**config.mk**
```make
export PLATFORM = sky130hd
export DESIGN_NAME = mmpi_err_stage
export DESIGN_NICKNAME = d
export VERILOG_FILES = /design/src/rtl/mmpi_pkg.sv /design/src/rtl/mmpi_err_stage.sv
export SDC_FILE = /design/constraint.sdc
export NUM_CORES = 2
export LEC_CHECK = 0
export BUFFER_PORTS_ARGS = -buffer_cell sky130_fd_sc_hd__clkbuf_2
export CAP_MARGIN = 20
export CORE_UTILIZATION = 58
export CTS_BUF_LIST = sky130_fd_sc_hd__clkbuf_4
export CTS_CLUSTER_SIZE = 40
export DETAILED_ROUTE_END_ITERATION = 10
export GPL_TIMING_DRIVEN = 0
export PLACE_DENSITY = 0.74
export SYNTH_ARGS = -nofsm -noshare
export SYNTH_HDL_FRONTEND = slang
export SYNTH_SLANG_ARGS = --single-unit
```
**constraint.sdc**
```tcl
create_clock -name clk_i -period 14 [get_ports clk_i]
set_clock_uncertainty 0.05 [all_clocks]
set_input_delay 2.8 -clock clk_i [delete_from_list [all_inputs] [get_ports clk_i]]
set_output_delay 2.8 -clock clk_i [all_outputs]
set_load 0.01 [all_outputs]
```
**src/rtl/mmpi_pkg.sv**
```systemverilog
// Shared types and constants for the multi-motor incremental PI controller.
package mmpi_pkg;

  // Field widths
  localparam int unsigned MOTOR_W = 2;
  localparam int unsigned SPEED_W = 24;
  localparam int unsigned ERR_W   = 25;
  localparam int unsigned DELTA_W = 26;
  localparam int unsigned GAIN_W  = 32;
  localparam int unsigned LIMIT_W = 15;
  localparam int unsigned MASK_W  = 4;
  localparam int unsigned ACC_W   = 32;
  localparam int unsigned DRIVE_W = 16;
  localparam int unsigned FRAC_W  = 16;
  localparam int unsigned PKP_W   = GAIN_W + 1 + DELTA_W;
  localparam int unsigned PKI_W   = GAIN_W + 1 + ERR_W;
  localparam int unsigned INC_W   = PKP_W - FRAC_W;
  localparam int unsigned WIDE_W  = INC_W + 1;
  localparam int unsigned CFG_W   = 32;

  // Register reset values
  localparam logic [LIMIT_W-1:0] LIMIT_RESET = 15'd10000;
  localparam logic [MASK_W-1:0]  MASK_RESET  = 4'd12;

  // Register indexes
  typedef enum logic [1:0] {
    CFG_KP    = 2'd0,
    CFG_KI    = 2'd1,
    CFG_LIMIT = 2'd2,
    CFG_MASK  = 2'd3
  } cfg_idx_e;

  // One input item held in the input register
  typedef struct packed {
    logic [MOTOR_W-1:0]        motor;
    logic signed [SPEED_W-1:0] measured;
    logic signed [SPEED_W-1:0] target;
  } sample_t;

  // Products handed from the error stage to the accumulator stage
  typedef struct packed {
    logic                    motor_ok;
    logic [MOTOR_W-1:0]      motor;
    logic signed [PKP_W-1:0] p_kp;
    logic signed [PKI_W-1:0] p_ki;
  } prod_t;

endpackage

```
**src/rtl/mmpi_err_stage.sv**
```systemverilog
// Error stage: per-motor error, change in error, and both gain products.
module mmpi_err_stage import mmpi_pkg::*; #(
  parameter int unsigned NUM_MOTORS = 4
) (
  input  logic              clk_i,
  input  logic              rst_ni,
  input  logic              adv_i,
  input  sample_t           sample_i,
  input  logic [GAIN_W-1:0] kp_i,
  input  logic [GAIN_W-1:0] ki_i,
  input  logic [MASK_W-1:0] invert_mask_i,
  output prod_t             prod_o
);

  localparam int unsigned NUM_CH = (NUM_MOTORS < 4) ? NUM_MOTORS : 4;
  localparam int unsigned CH_W   = (NUM_CH > 1) ? $clog2(NUM_CH) : 1;

  logic signed [ERR_W-1:0] prev_q [NUM_CH];
  prod_t                   prod_q;

  logic                    motor_ok;
  logic [CH_W-1:0]         ch;
  logic signed [ERR_W-1:0] meas;
  logic signed [ERR_W-1:0] meas_n;
  logic signed [DELTA_W-1:0] err_w;
  logic signed [ERR_W-1:0] err;
  logic signed [DELTA_W-1:0] delta;
  logic signed [GAIN_W:0]  kp_s;
  logic signed [GAIN_W:0]  ki_s;
  prod_t                   prod_d;

  // Form error and change in error for the addressed motor
  always_comb begin
    motor_ok = ({1'b0, sample_i.motor} < 3'(NUM_CH));
    ch       = sample_i.motor[CH_W-1:0];
    meas     = {sample_i.measured[SPEED_W-1], sample_i.measured};
    meas_n   = invert_mask_i[sample_i.motor] ? -meas : meas;
    err_w    = {{2{sample_i.target[SPEED_W-1]}}, sample_i.target}
             - {meas_n[ERR_W-1], meas_n};
    err      = err_w[ERR_W-1:0];
    delta    = {err[ERR_W-1], err} - {prev_q[ch][ERR_W-1], prev_q[ch]};
    kp_s     = {1'b0, kp_i};
    ki_s     = {1'b0, ki_i};
    prod_d.motor_ok = motor_ok;
    prod_d.motor    = sample_i.motor;
    prod_d.p_kp     = kp_s * delta;
    prod_d.p_ki     = ki_s * err;
  end

  // Store the last error of each motor
  always_ff @(posedge clk_i or negedge rst_ni) begin
    if (!rst_ni) begin
      for (int i = 0; i < NUM_CH; i++) begin
        prev_q[i] <= '0;
      end
    end else if (adv_i && motor_ok) begin
      prev_q[ch] <= err;
    end
  end

  // Register the products
  always_ff @(posedge clk_i) begin
    if (adv_i) begin
      prod_q <= prod_d;
    end
  end

  assign prod_o = prod_q;

endmodule

```
== After elaboration in Yosys (flattened, before gate mapping) ==
Cells that the tools add are included.

* Memories: 0
* Bits of input ports: 121
* RAM bits: 0
* Register bits after elaboration: 219
* Latch bits: 0
* Memory bits (read-only): 0
* Word-level logic and storage cells: 26
* Output and inout port bits: 120

* Eq/ne operators: 0
* Reduce and logical (&&, ||, !) cells: 1
* Shift operators: 0
* $mul: 2
* Mux-type cells: 9
* Div/mod/pow operators: 0
* Bitwise logic cells: 1
* Magnitude comparators: 3
* Add/sub/neg operators: 3

{| class="wikitable"
|+ Operators by type and width
! operator !! number
|-
| bitwise mux 100 bit || 1
|-
| 2-to-1 mux 25 bit || 4
|-
| multiplier 33 x 26 -> 59 bit || 1
|-
| multiplier 33 x 25 -> 58 bit || 1
|-
| binary-select mux 25 bit (select 2 bit) || 1
|-
| demux 25 bit (select 2 bit) || 1
|-
| subtractor 25 x 25 -> 26 bit || 1
|-
| negator 24 -> 25 bit || 1
|-
| subtractor 24 x 25 -> 25 bit || 1
|-
| greater-or-equal comparator 3 bit (second input constant) || 1
|-
| < comparator 2 x 3 -> 1 bit (second input constant) || 1
|-
| < comparator 3 x 1 -> 1 bit (second input constant) || 1
|-
| NOT 2 -> 3 bit || 1
|-
| binary-select mux 1 bit (select 2 bit) || 1
|-
| logical AND 1 bit || 1
|-
| 2-to-1 mux 1 bit || 1
|}

== Longest topological paths before layout ==
* Depth after elaboration: 6
* Gate-level depth with buffers: 52
* Depth with buffers taken out: 49

== Least setup slack after synthesis ==
No wires, ideal clock.

* Path type: input -> register
* Start point: in sample_i[48] (netlist name)
* End point: reg prod_q, in the netlist prod_o[101] (data pin)
* Slack: -0.698 ns
* Arrival time: 14.385 ns
* Data required time: 13.687 ns
* Path buffers: 5
* Cell stages on the path: 47
* Setup time: 0.263 ns
* Path through: buf_1 mux4_2 buf_1 nand2_1 xor2_1 ha_1 a21oi_1 nor3b_1 a211oi_2 or2_2 a31oi_1 xnor2_1 clkbuf_1 ha_1 a21o_1 a21o_1 a21o_1 a21o_1 [... 11 more ...] fa_1 inv_1 fa_1 fa_1 fa_1 fa_1 ha_1 clkbuf_1 a21o_1 a21o_1 a21o_1 a21o_1 a211oi_1 o221ai_1 a211oi_1 a21oi_1 a311oi_1 xnor2_1

{| class="wikitable"
|+ RTL lines
! what !! RTL line !! text
|-
| start, declared || mmpi_err_stage.sv:8 || <nowiki>input sample_t sample_i,</nowiki>
|-
| end signal, assigned || mmpi_err_stage.sv:64 || <nowiki>prod_q <= prod_d;</nowiki>
|-
| end, declared || mmpi_err_stage.sv:19 || <nowiki>prod_t prod_q;</nowiki>
|}

==> metrics.md <==
| Metric | Value |
|---|---|
| Worst reg-to-reg path cell count | `35` |
| Clock Pin Slew Worst Setup and Hold Paths | `70 ps` |
| Met3 usage | `9.36%` |
| Max incr delay on CP | `670 ps` |
| Tot GR Track Use | `39.1%` |
| Slowest CP cell | `mux4_2` |
| Most used cell, CP | `fa_1` |
| Area of the mapped netlist | `0.0645 sq mm` |
| Die span in y | `336 um` |
| Htree depth | `3` |
| Hold Crit Start | `prev_q[24]` |
| Yosys warns | `0` |
| Fmax | `around 0.072 GHz` |
| Status | `completed` |
| Starting Density | `between 50% and 60%` |
| Mapped Cells | `6972` |
| Sequential share of the synthesized area | `9.42%` |
| Syn-to-layout area delta | `10.6%` |
| Largest net degree at the start of global routing | `70` |
| Worst R2R End | `prod_o[111]` |
| Pre-Repair DR Iteration Count | `6` |
| Global-route met1 utilization | `a little under half` |
| Hold_ws | `434 ps` |
| Synthesis-stage register bit count | `~220` |
| CP required | `roughly 15000 ps` |
| Hold EP | `prev_q[24]` |
| R2R setup slack | `3710 ps` |
| Post-route setup TNS | `0 ps` |
| Setup CP Type | `input pin to flop` |
| Routed WL | `approximately 210 mm` |
| Final hold vios | `0` |
| Global Route met2 Usage | `between 60% and 70%` |
| Syn nets | `between 9000 and 10000` |
| PortBufs | `211` |
| Congestion Overflow GR | `0` |
| Worst r2r src | `prev_q[51]` |
| Hold Crit Depth | `2` |
| Nets | `9414` |
| Initial DRC count | `4285` |
| Synth cell types | `92` |
| Max transition margin | `20.6%` |
| Via count | `51700` |
| CP arrival | `14520 ps` |
| TritonCTS clock tree | `done` |
| RSZ-0062 raised after global routing | `true` |
| Most Crowded Layer GR | `met2` |
| Clk Latency, worst-skew pair | `between 900 and 1000 ps` |
| Layout cells sized above 1 | `11.9%` |
| Wire per inst | `23.8 um` |
| FP Rows | `~120` |
| Final setup fails | `0` |
| Max Slew Vio Count | `0` |
| HPWL after DPL | `176 mm` |
| Worst slew pin tran | `1190 ps` |
| Ys async rst share | `45.7%` |
| Vias in the first global route | `54900` |
| Max-Cap Viols | `0` |
| Ports | `~240` |
| Util after Layout | `65.1%` |
| Initial antenna violation count | `18` |
| Fin crit share | `99.6%` |
| Worst setup SP type | `input pin` |
| Die area | `0.113 sq mm` |
| Top delay family on crit path | `adder cells` |
| Top_reg_cell synth | `edfxtp_1` |
| Place WS | `-4840 ps` |
| Worst path buffer plus inverter count | `13` |
| Final ANT Viol Nets | `0` |
| Die X | `between 300 and 400 um` |
| First-pass GRT wire length | `325 mm` |
| Clock root buffer | `clkbuf_4` |
| Drc violations | `0` |
| Routability cong. | `1.02` |
| Final Worst Setup Slack | `around 63 ps` |
| Crit. End Element | `flop` |
| CORE AREA | `0.110 sq mm` |
| EDFF count, synth | `119` |
| CTS buffer count | `70` |
| Syn Area/Cell | `just over 9 sq um` |
| Class of the worst hold path | `flop to flop` |
| Worst-path fanout max | `10` |
| Vias per cell | `5.79` |
| Min cycle time layout | `13940 ps` |
| CTS Buffer Depth | `3` |
| CTS sink count | `between 200 and 250` |
final cells by class:
type / count / area (sq um)
clock buffers: 95 / 713
inverters: 1511 / 5680
flip-flops and latches: 219 / 6080
repair buffers: 364 / 2450
multi-input cells: 4861 / 52600
diodes: 19 / 47.5
fillers: 8997 / 38300
well taps: 1476 / 1850
clock inverters: 32 / 208
plain buffers: 354 / 1700
metrics by stage:
step | std cells | cell area [sq um]
floorplan | 6972 | 64600
global placement | 8659 | 67500
detailed placement | 8686 | 68000
CTS | 8856 | 70300
global route | 8919 | 71300
finish | 8931 | 71400
how the worst max path moves through the flow:
stage	start	to	slack, ps	cells past startpoint
after CTS	sample_i[48]	prod_o[106]	2	43
final	sample_i[48]	prod_o[111]	60	47
after global placement	sample_i[49]	prod_o[116]	-5350	46
after floorplan	sample_i[48]	prod_o[101]	10	49
after detailed placement	sample_i[49]	prod_o[116]	-4840	45
after global routing	sample_i[48]	prod_o[106]	-180	47
Yosys cell counts, types with 24 or more instances:
library cell / n / area share, %
dfrtp_1: 100 / 3.9
nor2b_1: 112 / 1.1
ha_1: 505 / 9.8
a21oi_1: 172 / 1.3
o21a_1: 24 / 0.28
xnor2_1: 95 / 1.3
nor2_1: 113 / 0.66
and2_1: 361 / 3.5
and3_1: 43 / 0.42
mux4_2: 26 / 0.91
a21o_1: 103 / 1.2
inv_1: 1511 / 8.8
xor2_1: 65 / 0.88
fa_1: 1407 / 44
a21boi_0: 24 / 0.28
nand2_1: 1203 / 7.0
nand2b_1: 46 / 0.45
edfxtp_1: 119 / 5.5
or2_2: 33 / 0.32
o21ai_0: 110 / 0.85
nand3_1: 34 / 0.26
nand4_1: 24 / 0.23
clkbuf_1: 346 / 2.0
mux2_2: 82 / 1.4
nor3_1: 30 / 0.23
state kept, by name (all words and copies together), names as in the netlist:
name and cells:
prev_q 100, prod_o 119
layout by cell type (no fill, tap or decap), types with 82 or more instances in the layout:
cell type  instances
inv_1           1505
fa_1            1402
nand2_1         1199
ha_1             478
and2_1           359
clkbuf_1         271
clkbuf_2         230
a21oi_1          152
buf_4            125
edfxtp_1         119
nor2b_1          108
nor2_1           107
clkbuf_4         106
a21o_1           102
dfrtp_1          100
o21ai_0           99
mux2_2            82
kinds of logic (layout without fill, tap and decap cells):
family | count (synthesis) | count (layout) | share of synthesized area (%)
flip-flops | 219 | 219 | 9.42
AND/OR/NAND/NOR | 2045 | 2045 | 14.7
buffers and inverters | 1892 | 2356 | 11.1
other | 1 | 20 | 0.00581
adder cells (fa/ha/maj) | 1912 | 1912 | 53.4
AO/OA/AOI/OAI | 601 | 601 | 6.23
multiplexers | 140 | 140 | 2.93
XOR/XNOR | 162 | 162 | 2.23
per-layer routing:
layer,routed length [um],up-vias
met5,79,-
li1,-,21900
met1,75500,26300
met4,17200,12
met3,21300,748
met2,98700,2697
timing repair:
item,4_1_cts,5_1_grt
setup buffers,63,62
hold buffers,0,0
pin swaps,54,90
gates resized for setup,199,187
endpoints found under the setup margin,55,37
worst reg2reg max path: cells and delay by family, from the launching register on:
kind / cells / cell delay (ps)
adder cells (fa/ha/maj): 9 / 4070
AO/OA/AOI/OAI: 14 / 3060
buffers and inverters: 6 / 910
AND/OR/NAND/NOR: 3 / 760
multiplexers: 1 / 440
flip-flops: 1 / 390
XOR/XNOR: 2 / 260
Power is left out: the tool's default activity adds up to more than one toggle a clock period on the data nets, which glitch-free logic cannot reach.
