## src/rtl/mmpi_pkg.sv

```systemverilog
// Shared types and constants for the multi-motor incremental PI controller.
package mmpi_pkg;

  // Field widths
  localparam int unsigned MOTOR_W = 2;
  localparam int unsigned SPEED_W = 24;
  localparam int unsigned ERR_W   = 25;
  localparam int unsigned DELTA_W = 26;
  localparam int unsigned GAIN_W  = 32;
  localparam int unsigned LIMIT_W = 15;
  localparam int unsigned MASK_W  = 4;
  localparam int unsigned ACC_W   = 32;
  localparam int unsigned DRIVE_W = 16;
  localparam int unsigned FRAC_W  = 16;
  localparam int unsigned PKP_W   = GAIN_W + 1 + DELTA_W;
  localparam int unsigned PKI_W   = GAIN_W + 1 + ERR_W;
  localparam int unsigned INC_W   = PKP_W - FRAC_W;
  localparam int unsigned WIDE_W  = INC_W + 1;
  localparam int unsigned CFG_W   = 32;

  // Register reset values
  localparam logic [LIMIT_W-1:0] LIMIT_RESET = 15'd10000;
  localparam logic [MASK_W-1:0]  MASK_RESET  = 4'd12;

  // Register indexes
  typedef enum logic [1:0] {
    CFG_KP    = 2'd0,
    CFG_KI    = 2'd1,
    CFG_LIMIT = 2'd2,
    CFG_MASK  = 2'd3
  } cfg_idx_e;

  // One input item held in the input register
  typedef struct packed {
    logic [MOTOR_W-1:0]        motor;
    logic signed [SPEED_W-1:0] measured;
    logic signed [SPEED_W-1:0] target;
  } sample_t;

  // Products handed from the error stage to the accumulator stage
  typedef struct packed {
    logic                    motor_ok;
    logic [MOTOR_W-1:0]      motor;
    logic signed [PKP_W-1:0] p_kp;
    logic signed [PKI_W-1:0] p_ki;
  } prod_t;

endpackage

```

## src/rtl/mmpi_acc_stage.sv

```systemverilog
// Accumulator stage: anti-windup increment, clamp, and drive truncation.
module mmpi_acc_stage import mmpi_pkg::*; #(
  parameter int unsigned NUM_MOTORS = 4
) (
  input  logic                      clk_i,
  input  logic                      rst_ni,
  input  logic                      adv_i,
  input  prod_t                     prod_i,
  input  logic [LIMIT_W-1:0]        limit_i,
  output logic signed [DRIVE_W-1:0] drive_o
);

  localparam int unsigned NUM_CH = (NUM_MOTORS < 4) ? NUM_MOTORS : 4;
  localparam int unsigned CH_W   = (NUM_CH > 1) ? $clog2(NUM_CH) : 1;

  logic signed [ACC_W-1:0]   acc_q [NUM_CH];
  logic signed [DRIVE_W-1:0] drive_q;

  logic [CH_W-1:0]           ch;
  logic signed [PKP_W-1:0]   sum;
  logic signed [INC_W-1:0]   inc;
  logic signed [WIDE_W-1:0]  inc_w;
  logic signed [WIDE_W-1:0]  acc_w;
  logic signed [WIDE_W-1:0]  lim;
  logic signed [WIDE_W-1:0]  nlim;
  logic                      blocked;
  logic signed [WIDE_W-1:0]  nxt;
  logic signed [ACC_W-1:0]   acc_new;
  logic [ACC_W-1:0]          mag;
  logic [DRIVE_W-1:0]        mag_int;
  logic signed [DRIVE_W-1:0] drive_d;

  // Increment, blocked at a limit in its direction, then clamp
  always_comb begin
    ch    = prod_i.motor[CH_W-1:0];
    sum   = prod_i.p_kp + {prod_i.p_ki[PKI_W-1], prod_i.p_ki};
    inc   = sum[PKP_W-1:FRAC_W];
    inc_w = {inc[INC_W-1], inc};
    acc_w = {{(WIDE_W-ACC_W){acc_q[ch][ACC_W-1]}}, acc_q[ch]};
    lim   = {{(WIDE_W-LIMIT_W-FRAC_W){1'b0}}, limit_i, {FRAC_W{1'b0}}};
    nlim  = -lim;
    blocked = ((acc_w >= lim) && !inc[INC_W-1] && (inc != '0))
           || ((acc_w <= nlim) && inc[INC_W-1]);
    nxt = acc_w + (blocked ? '0 : inc_w);
    if (nxt > lim) begin
      nxt = lim;
    end else if (nxt < nlim) begin
      nxt = nlim;
    end
    acc_new = nxt[ACC_W-1:0];
    // Truncate the integer part toward zero
    mag     = acc_new[ACC_W-1] ? ACC_W'(-acc_new) : ACC_W'(acc_new);
    mag_int = mag[ACC_W-1:FRAC_W];
    if (!prod_i.motor_ok) begin
      drive_d = '0;
    end else if (acc_new[ACC_W-1]) begin
      drive_d = -$signed(mag_int);
    end else begin
      drive_d = $signed(mag_int);
    end
  end

  // Store the accumulator of each motor
  always_ff @(posedge clk_i or negedge rst_ni) begin
    if (!rst_ni) begin
      for (int i = 0; i < NUM_CH; i++) begin
        acc_q[i] <= '0;
      end
    end else if (adv_i && prod_i.motor_ok) begin
      acc_q[ch] <= acc_new;
    end
  end

  // Hold the result
  always_ff @(posedge clk_i) begin
    if (adv_i) begin
      drive_q <= drive_d;
    end
  end

  assign drive_o = drive_q;

endmodule

```

## config.mk

```make
export PLATFORM = sky130hd
export DESIGN_NAME = mmpi_acc_stage
export DESIGN_NICKNAME = d
export VERILOG_FILES = /design/src/rtl/mmpi_pkg.sv /design/src/rtl/mmpi_acc_stage.sv
export SDC_FILE = /design/constraint.sdc
export NUM_CORES = 1
export LEC_CHECK = 0
export ABC_AREA = 1
export ABC_CLOCK_PERIOD_IN_PS = 8300
export BUFFER_PORTS_ARGS = -buffer_cell sky130_fd_sc_hd__buf_2
export CORE_MARGIN = 10
export CORE_UTILIZATION = 40
export CTS_BUF_LIST = sky130_fd_sc_hd__clkbuf_2 sky130_fd_sc_hd__clkbuf_4 sky130_fd_sc_hd__clkbuf_8
export DETAILED_ROUTE_END_ITERATION = 16
export HOLD_SLACK_MARGIN = 0.08
export PLACE_DENSITY_LB_ADDON = 0.3
export SLEW_MARGIN = 10
export SYNTH_ARGS = -nofsm -noshare
export SYNTH_HDL_FRONTEND = slang
export SYNTH_SLANG_ARGS = --single-unit
```

## constraint.sdc

```tcl
create_clock -name clk_i -period 8.3 [get_ports clk_i]
set_input_delay 1.245 -clock clk_i [delete_from_list [all_inputs] [get_ports clk_i]]
set_output_delay 1.245 -clock clk_i [all_outputs]
set_load 0.03 [all_outputs]
```

## After elaboration in Yosys (flattened, before gate mapping)

Cells that the tools add are included.

| storage, ports and cells | value |
|---|---|
| output and inout port bits | 16 |
| register bits after elaboration | 144 |
| logic and storage cells | 36 |

| operators by class | value |
|---|---|
| reduce and logical (&&, ||, !) cells | 8 |
| mux-type cells | 11 |
| add/subtract/negate cells | 5 |
| bitwise operators | 1 |
| $lt $le $gt $ge | 6 |

Operators by type and width:

| operator | number |
|---|---|
| $mux 32 | 6 |
| $bwmux 128 | 1 |
| $bmux 32 s2 | 1 |
| $demux 32 s2 | 1 |
| $add 59x59->59 | 1 |
| $add 44x44->44 | 1 |
| $gt 44x32->1 | 1 |
| $le 32x44->1 | 1 |
| $lt 44x44->1 | 1 |
| $mux 44 | 1 |
| $neg 31->44 | 1 |
| $reduce_bool 43->1 | 1 |
| $ge 32x32->1 | 1 |
| $neg 32->32 | 1 |
| $mux 16 | 1 |
| $neg 16->16 | 1 |
| $logic_and 1x1->1 | 5 |
| $ge 3x3->1 const B | 1 |
| $lt 3x1->1 const B | 1 |
| $not 2->3 | 1 |
| $logic_not 1->1 | 1 |
| $logic_or 1x1->1 | 1 |

## Longest topological paths before layout

Gate-level depths: netlist (run 1).

| logic depth | value |
|---|---|
| depth after elaboration | 17 |
| mapped depth | 81 |

## Worst setup path before layout (run 1)

No wires, ideal clock.

| timing path | value |
|---|---|
| path kind | input-to-reg |
| start | in prod_i[117] (netlist name) |
| end | reg drive_q[8], in the netlist drive_o[8] (data pin) |
| setup time | 257 ps |
| arrival | 9165 ps |
| data required time | 8043 ps |
| path slack | -1122 ps |
| stages | 68 |
| cell sequence | nor2_1 -> clkbuf_1 -> clkbuf_1 -> buf_1 -> a22oi_1 -> nand2_1 -> ha_1 -> nand2_1 -> nor2_1 -> o21ai_0 -> and3_1 -> nor2_1 -> a2111oi_0 -> o21a_1 -> o221ai_1 -> a21oi_1 -> o21ai_0 -> nand2_1 -> [... 32 more ...] -> nand2_2 -> nand2_1 -> nand2_4 -> nor2_2 -> buf_6 -> o21ai_4 -> nand3_4 -> nor2_4 -> o21ai_1 -> nand2_1 -> inv_1 -> ha_1 -> inv_1 -> nor3_4 -> nand2_1 -> xnor2_1 -> nor2_1 -> nor2_1 |

| on the way | value |
|---|---|
| longest elaborated chain between the ends | 17 |
| elaborated cells between the ends (all ways) | 20 |
| classes of those cells | add/sub: 3; order compare: 4; mux: 8; bitwise: 1; reduce/logical: 4 |

Ends and longest elaborated chain:

| element | RTL line | source |
|---|---|---|
| start: declaration | mmpi_acc_stage.sv:8 | `input prod_t prod_i,` |
| $not 2->3 (not written as such) * | mmpi_acc_stage.sv:39 | `acc_w = {{(WIDE_W-ACC_W){acc_q[ch][ACC_W-1]}}, acc_q[ch]};` |
| $bmux 32 s2 * | mmpi_acc_stage.sv:39 |  |
| $mux 32 (not written as such) * (2 in a row) | mmpi_acc_stage.sv:39 |  |
| $ge 32x32->1 | mmpi_acc_stage.sv:42 | `blocked = ((acc_w >= lim) && !inc[INC_W-1] && (inc != '0))` |
| $logic_and 1x1->1 (2 in a row) | mmpi_acc_stage.sv:42 |  |
| $logic_or 1x1->1 | mmpi_acc_stage.sv:43 | `\|\| ((acc_w <= nlim) && inc[INC_W-1]);` |
| $mux 44 | mmpi_acc_stage.sv:44 | `nxt = acc_w + (blocked ? '0 : inc_w);` |
| $add 44x44->44 * | mmpi_acc_stage.sv:44 |  |
| $lt 44x44->1 | mmpi_acc_stage.sv:47 | `end else if (nxt < nlim) begin` |
| $mux 32 | mmpi_acc_stage.sv:47 |  |
| $mux 32 * | mmpi_acc_stage.sv:45 | `if (nxt > lim) begin` |
| $neg 32->32 | mmpi_acc_stage.sv:52 | `mag = acc_new[ACC_W-1] ? ACC_W'(-acc_new) : ACC_W'(acc_new);` |
| $mux 32 | mmpi_acc_stage.sv:52 |  |
| $neg 16->16 | mmpi_acc_stage.sv:57 | `drive_d = -$signed(mag_int);` |
| $mux 16 * | mmpi_acc_stage.sv:56 | `end else if (acc_new[ACC_W-1]) begin` |
| end signal: assignment | mmpi_acc_stage.sv:77 | `drive_q <= drive_d;` |
| end: declaration | mmpi_acc_stage.sv:17 | `logic signed [DRIVE_W-1:0] drive_q;` |

Every way passes the cells marked *; elsewhere a longest branch is shown, timed or not. The select of a mux whose other input is x is not followed.
A chain may end at the register's enable or synchronous reset.

## Final worst setup path (run 1)

| timing path | value |
|---|---|
| start | in limit_i[0] |
| end | reg drive_q[8], in the netlist drive_o[8] (data pin) |

| on the way | value |
|---|---|
| longest elaborated chain between the ends | 13 |
| elaborated cells between the ends (all ways) | 17 |
| classes of those cells | add/sub: 4; order compare: 4; mux: 5; reduce/logical: 4 |

Ends and longest elaborated chain:

| element | RTL line | source |
|---|---|---|
| start: declaration | mmpi_acc_stage.sv:9 | `input logic [LIMIT_W-1:0] limit_i,` |
| $neg 31->44 / $ge 32x32->1 (equally long branches) | mmpi_acc_stage.sv:41, mmpi_acc_stage.sv:42 |  |
| $le 32x44->1 / $logic_and 1x1->1 (equally long branches) | mmpi_acc_stage.sv:43, mmpi_acc_stage.sv:42 |  |
| $logic_and 1x1->1 (on tied branches) | mmpi_acc_stage.sv:43, mmpi_acc_stage.sv:42 |  |
| $logic_or 1x1->1 | mmpi_acc_stage.sv:43 |  |
| $mux 44 | mmpi_acc_stage.sv:44 |  |
| $add 44x44->44 | mmpi_acc_stage.sv:44 |  |
| $lt 44x44->1 | mmpi_acc_stage.sv:47 |  |
| $mux 32 | mmpi_acc_stage.sv:47 |  |
| $mux 32 * | mmpi_acc_stage.sv:45 |  |
| $neg 32->32 | mmpi_acc_stage.sv:52 |  |
| $mux 32 | mmpi_acc_stage.sv:52 |  |
| $neg 16->16 | mmpi_acc_stage.sv:57 |  |
| $mux 16 * | mmpi_acc_stage.sv:56 |  |

Every way passes the cells marked *; elsewhere a longest branch is shown, timed or not.

==> results list, run 1 <==
* Outcome: complete, but fails checks
- Failing checks: setup timing
- Antenna violations before repair: 0
- Largest net degree at the start of global routing: 86
- Syn-to-layout area delta: 75.91%
- Launching element type of the critical path: input port
- Net count, final: between 4000 and 5000
- Clock tree from TritonCTS: done
- Layout Cell Area excl Fill: 29700 µm²
* Total area of multi-input combinational cells: between 15000 and 20000 µm²
- In this run the worst path has a maximum fanout of 6.
- Register cell area after layout: about 3700 µm²
- In this run, synthesis produced a sequential element count of between 100 and 150.
* DR iter-0 viols: 1535
- Row generation in the floorplan step produced 75 rows.
- All-Layer GR Usage: between 20 and 30%
* Wire length of the first global-routing pass: 111.0 mm
- The count of nets left with antenna violations once routing finished came out at 0.
* Worst-case clock buffer depth: 2
- Average via count per standard cell: about 5.3
* Tightest slew margin relative to the limit: 13.94%
- The core region is between 40000 and 50000 µm².
- In the layout the commonest cells are 853 x sky130_fd_sc_hd__buf_4, 596 x sky130_fd_sc_hd__nand2_1, 318 x sky130_fd_sc_hd__inv_1.
- Yosys Warn Count: 0
- Sequential element share of the synthesized area: between 20 and 25%
- Clock-pin slew was measured on the worst setup and hold paths at 0.09 ns.
- CTS HTree Levels: 4
- Synthesized instance count: roughly 2600
- Number of nets produced by synthesis: ~2900
- Minimum clock period after layout: about 9.3 ns
- The repair_antennas step left the layout with diodes totalling 0.
- The average instance in the mapped netlist occupies between 6 and 7 µm².
* Worst Setup End Kind: flip-flop
- In this run the cell area measured after placement is around 24000 µm².
- Counting distinct cell types in the post-synthesis netlist gives 63.
- Hold crit path type: flip-flop to flip-flop
* Post-detailed-route wirelength per cell: 17.66 µm
- Max Cap Viol: 0
* Fill cell count: approximately 3200
- Worst EP required: about 8.5 ns
- Clock latency of the later-clocked register in the worst-skew pair: ~0.5 ns
* Max Transition Viols Final: 0
- Detailed-placement wirelength estimate: 54.86 mm
- In the final layout, the share of cells above drive strength 1 is between 40% and 50%.
* Type of the worst setup path: input port to flip-flop
- Post-layout worst setup margin: -1.031 ns
- Effective utilization at floorplan: 40.34%
* Number of hold buffers added after cts: 0
- Top_reg_cell synth: sky130_fd_sc_hd__dfrtp_1
- After global routing the overflow that remains totals 0.
* Total die area: about 51000 µm²
- Number of clock sinks: 144
- RSZ-0062 raised after global routing: true
- Counting the buffers created by CTS gives 17.
- Yosys mapped a number of flops with a built-in enable equal to 16.
* Setup TNS: -15.81 ns
* Die height: 225.5 µm
- The die is between 200 and 250 µm wide.
- At the end of the flow the core is filled with cells to between 70% and 80%.
* Routed via count: 22523
- Clock Skews: 0.02173 ns
* Count of input and output buffers: 153
- Final Setup Violations: 37
- For this design, the slowest cell found on the critical path is sky130_fd_sc_hd__nor4_4.
- The first detailed-routing pass took 6 iterations.
- Dividing the final minimum period by the clock period gives 112.4%.
- For this run, the slowest stage of the critical path takes approximately 0.4 ns.
* Final hold violation count: 0
* Final RePlAce weighted congestion: 1.007
* I/O pin count: 154
- Most frequent standard cell in the layout excluding fill and tap cells: sky130_fd_sc_hd__buf_4
* Maximum clock frequency: approximately 110 MHz
* Root cell of the clock tree: sky130_fd_sc_hd__clkbuf_8
- Cell repeated most along the worst path: sky130_fd_sc_hd__nand2_1
* Worst Tran Pin Value: 1.291 ns
* Via count of the first global-routing pass: between 20000 and 25000
- Routed wire length: roughly 75 mm
- In the synthesized netlist the async set-or-reset flop fraction comes to around nine tenths.
- Total standard cell area after synthesis: roughly 17000 µm²
- For this run, design rule violations remaining after detail routing come to 0.
- Crit path arrival time: 9.56 ns
## timing repair
action | 4_1_cts | 5_1_grt
setup buffers | 97 | 58
setup endpoints to repair | 144 | 144
pin swaps | 172 | 202
resized for setup | 430 | 500
cloned | 7 | 1
## area by class of cell
type | instances | area share (%)
clock buffer | 18 | 0.8341
clock inverter | 14 | 0.4592
inverter | 363 | 4.731
multi-input combinational | 2071 | 51.06
sequential | 144 | 12.40
tap | 539 | 2.271
timing repair buffer | 1090 | 28.25
## sequential cells by signal, summed over array words and instances (netlist names)
name and count:
drive_o 16, acc_q 128
## cell usage after synthesis, drive strengths merged (6+ instances only)
| cell | number | share of area (%) |
|---|---|---|
| nand3 | 141 | 4.8 |
| a22o | 11 | 0.57 |
| dfrtp | 128 | 19 |
| a21oi | 164 | 5.0 |
| a22oi | 27 | 1.2 |
| a221oi | 20 | 1.0 |
| edfxtp | 16 | 2.8 |
| xnor2 | 36 | 1.9 |
| nor2 | 297 | 7.0 |
| nand4 | 40 | 1.5 |
| clkbuf | 37 | 0.82 |
| o21bai | 16 | 0.71 |
| inv | 362 | 8.1 |
| nand3b | 6 | 0.27 |
| xor2 | 46 | 2.4 |
| or2 | 6 | 0.22 |
| nand2 | 761 | 18 |
| o21a | 10 | 0.44 |
| nor3 | 22 | 0.75 |
| o211ai | 7 | 0.31 |
| a31oi | 23 | 0.89 |
| buf | 13 | 0.55 |
| ha | 185 | 14 |
| nor4 | 9 | 0.44 |
| o22ai | 6 | 0.22 |
| o21ai | 205 | 6.3 |
## worst max-delay path, delay by kind of cell
| kind | cells | cell delay (ns) |
|---|---|---|
| xor+xnor | 4 | 0.76 |
| fa+ha+maj | 4 | 0.89 |
| buf+inv | 8 | 0.76 |
| simple gates | 46 | 4.61 |
| compound gates | 8 | 1.23 |
## cells by family (layout without fill, tap and decap cells)
family,count (synthesis),in the layout,share of synthesized area [%]
DFF,144,144,21.82
xor gates and xnor gates,82,82,4.298
adders and majority gates,186,186,13.83
buffers and inverters,413,1485,9.455
and+or+nand+nor,1287,1290,32.75
AOI/OAI and AO/OA,513,513,17.85
## through the flow
step                      worst slack (ns)  hold WS (ns)  cells
after detailed placement            -2.277        0.4667   4053
after global placement              -2.257        0.4617   4053
after global routing                -1.522        0.5087   4239
final                               -1.031        0.4878   4239
after CTS                          -0.5628        0.4950   4185
after floorplan                    -0.2806        0.4492   2625
## routing by layer
| metal | share of wire [%] | GRT usage [%] | vias to the layer above |
|---|---|---|---|
| met5 | 0 | 0 | - |
| met4 | 5.8 | 12.51 | 0 |
| met3 | 4.8 | 3.188 | 263 |
| met1 | 39 | 30.87 | 10610 |
| li1 | - | - | 10835 |
| met2 | 50 | 48.74 | 815 |
## path summary, 6_finish.rpt
path	start	end	slack (ns)	depth (start not counted)
hold / removal	acc_q[91]$_DFFE_PN0P_	acc_q[91]$_DFFE_PN0P_	0.49	2
min in group asynchronous	rst_ni	acc_q[52]$_DFFE_PN0P_	0.74	1
setup / recovery	limit_i[0]	drive_o[8]$_SDFFCE_PN0P_	-1.03	70
setup reg to reg	acc_q[112]$_DFFE_PN0P_	drive_o[8]$_SDFFCE_PN0P_	-0.41	66
max in group asynchronous	rst_ni	acc_q[41]$_DFFE_PN0P_	6.08	2
hold reg to reg	acc_q[91]$_DFFE_PN0P_	acc_q[91]$_DFFE_PN0P_	0.49	2
Power of run 1 is not shown: default switching activity piles up to over one toggle a cycle in this logic, so the estimate is an artifact.
==> inputs of run 2 (changes only) <==
- CELL_PAD_IN_SITES_DETAIL_PLACEMENT: default -> 0
- CELL_PAD_IN_SITES_GLOBAL_PLACEMENT: default -> 1
- SLEW_MARGIN: 10 -> default
==> run 2 against run 1 <==
Effect of this change:
- the flow still finishes with violations (setup timing)
- die area unchanged
- maximum frequency shrank 1.2%
- routed wire length decreased by 4.4%
- highest routed layer unchanged
==> results list, run 2 (synthesized netlist as in run 1, its figures left out) <==
- The run finished, with violations left.
- Failing checks: setup timing
* Die height: 225.5 µm
- Largest reg by FF count: acc_q
- The largest individual stage delay along the critical path comes from the cell sky130_fd_sc_hd__fa_2.
* Worst EP required: roughly 8.6 ns
- The worst setup path is launched from an input port.
- Max Cap Viol: 0
- Cell repeated most along the worst path: sky130_fd_sc_hd__nand2_2
- Clock Skews: between 0.02 and 0.025 ns
- Effective utilization at floorplan: 40.34%
* # DRC: 0
- Setup slack on the critical path of the routed design comes to -1.141 ns.
* Total die area: ~51000 µm²
* Root cell of the clock tree: sky130_fd_sc_hd__clkbuf_8
* Fraction of final layout cells sized beyond drive strength 1: between 40% and 50%
* Number of placement rows: 75
* Max Transition Viols Final: 0
- Worst Setup End Kind: flip-flop
* Post-detailed-route wirelength per cell: ~17 µm
* CTS HTree Levels: 4
- The worst path in the final design needs a cycle of roughly 9.4 ns, including I/O delays and setup.
* Largest register FFs: between 100 and 150
- Crit path arrival time: around 9.7 ns
- Total congestion overflow: 0
- Type of the worst setup path: input port to flip-flop
- The worst pin sits at a relative slew slack of 16.91%.
- Worst-case clock buffer depth: 2
- Wire length of the first global-routing pass: approximately 110 mm
* Final RePlAce weighted congestion: 1.005
* Final std cells w/o fill: 4223
- Most frequent standard cell in the layout excluding fill and tap cells: sky130_fd_sc_hd__buf_4
- Clock latency of the later-clocked register in the worst-skew pair: ~0.50 ns
* Register cell area after layout: approximately 3700 µm²
* Die W: ~230 µm
- Syn-to-layout area delta: 71.01%
- Net count, final: between 3000 and 4000
* All-Layer GR Usage: 26.46%
- Routed via count: around 22000
- For this design, the sink count on the clock tree is about 140.
* Floorplan Core Area: between 40000 and 50000 µm²
- Fill cell count: 3488
* Final hold violation count: 0
* Count of input and output buffers: between 150 and 200
- On the worst path, the slowest cell contributes a delay of approximately 0.41 ns.
- Entering global routing, the biggest net connects 76 pins.
- Critical-path maximum fanout: 6
- Using the TritonRoute via totals, the vias-per-cell ratio works out to roughly 5.2.
- Routed wire length: 71.60 mm
- Most frequent cells in the layout: 836 x sky130_fd_sc_hd__buf_4, 598 x sky130_fd_sc_hd__nand2_1, 313 x sky130_fd_sc_hd__inv_1
* Clock tree from TritonCTS: done
* Maximum clock frequency: between 100 and 150 MHz
- The detail route stage leaves a number of antenna-violating nets equal to 0.
- Clock buffer count from CTS: 17
* DP Cell Count: roughly 4000
* DR iter-0 viols: ~1500
- I/O pin count: about 150
* Via count of the first global-routing pass: roughly 22000
- In this run, post-CTS hold repair placed 0 buffers.
- The tightest min-delay check is of the flip-flop to flip-flop type.
- Before antenna repair, the detailed router went through 7 iterations.
* Part of the cycle the worst path needs: 113.7%
- Final Setup Violations: between 100 and 150
* Total area of multi-input combinational cells: between 10000 and 15000 µm²
- Antenna violations before repair: 1
- Clock transition at the registers of the reported paths: about 0.090 ns
* Worst Tran Pin Value: ~1.2 ns
* Detailed-placement wirelength estimate: around 56 mm
* RSZ-0062 raised after global routing: true
[run 2: metal layers]
layer	track usage, %	vias to the layer above	part of all wire (%)
met5	0	-	0
met4	9.673	0	3.9
met3	2.668	164	4.1
met2	48.31	612	51
met1	31.36	10338	41
li1	-	10793	-
[run 2: worst max-delay path: cells and delay by family]
kind	cells	cell delay (ns)
XOR/XNOR	1	0.16
AO/OA/AOI/OAI	6	0.90
adder cells (fa/ha/maj)	5	1.32
buffers and inverters	15	1.76
AND/OR/NAND/NOR	39	4.25
[run 2: final timing paths]
kind / endpoint / slack [ns] / cells after the start / startpoint
max reg2reg: drive_o[13]$_SDFFCE_PN0P_ / -0.42 / 65 / acc_q[112]$_DFFE_PN0P_
max in group asynchronous: acc_q[125]$_DFFE_PN0P_ / 6.09 / 2 / rst_ni
min in group asynchronous: acc_q[43]$_DFFE_PN0P_ / 0.79 / 1 / rst_ni
max: drive_o[13]$_SDFFCE_PN0P_ / -1.14 / 66 / limit_i[0]
min: acc_q[42]$_DFFE_PN0P_ / 0.48 / 2 / acc_q[42]$_DFFE_PN0P_
min reg2reg: acc_q[42]$_DFFE_PN0P_ / 0.48 / 2 / acc_q[42]$_DFFE_PN0P_
[run 2: timing repair]
action / 4_1_cts / 5_1_grt
setup buffers: 100 / 69
gates resized for setup: 325 / 483
endpoints found under the hold margin: 0 / 0
pin swaps: 132 / 182
gates cloned: 5 / 2
setup endpoints to repair: 144 / 144
[run 2: cell type report]
cell class,instances,area share (%)
clock buffers,17,0.8103
multi-input cells,2068,50.12
inverters,363,4.857
repair buffers,1076,28.61
flip-flops and latches,144,12.76
clock inverters,15,0.4983
well taps,539,2.336
diodes,1,0.008666
[run 2: stage by stage]
stage	hold slack [ns]	util [%]	worst slack, ns	TNS, ns	area, µm²
floorplan	0.4492	-	-0.2806	-2.141	17120
global placement	0.4617	57.38	-1.871	-124.57	24010
detailed placement	0.4704	57.38	-2.066	-150.21	24010
CTS	0.4912	63.99	-0.7365	-9.677	26780
global route	0.5048	68.99	-1.616	-85.08	28880
finish	0.4848	68.99	-1.141	-32.05	28880
Power of run 2 is left out for the same reason.
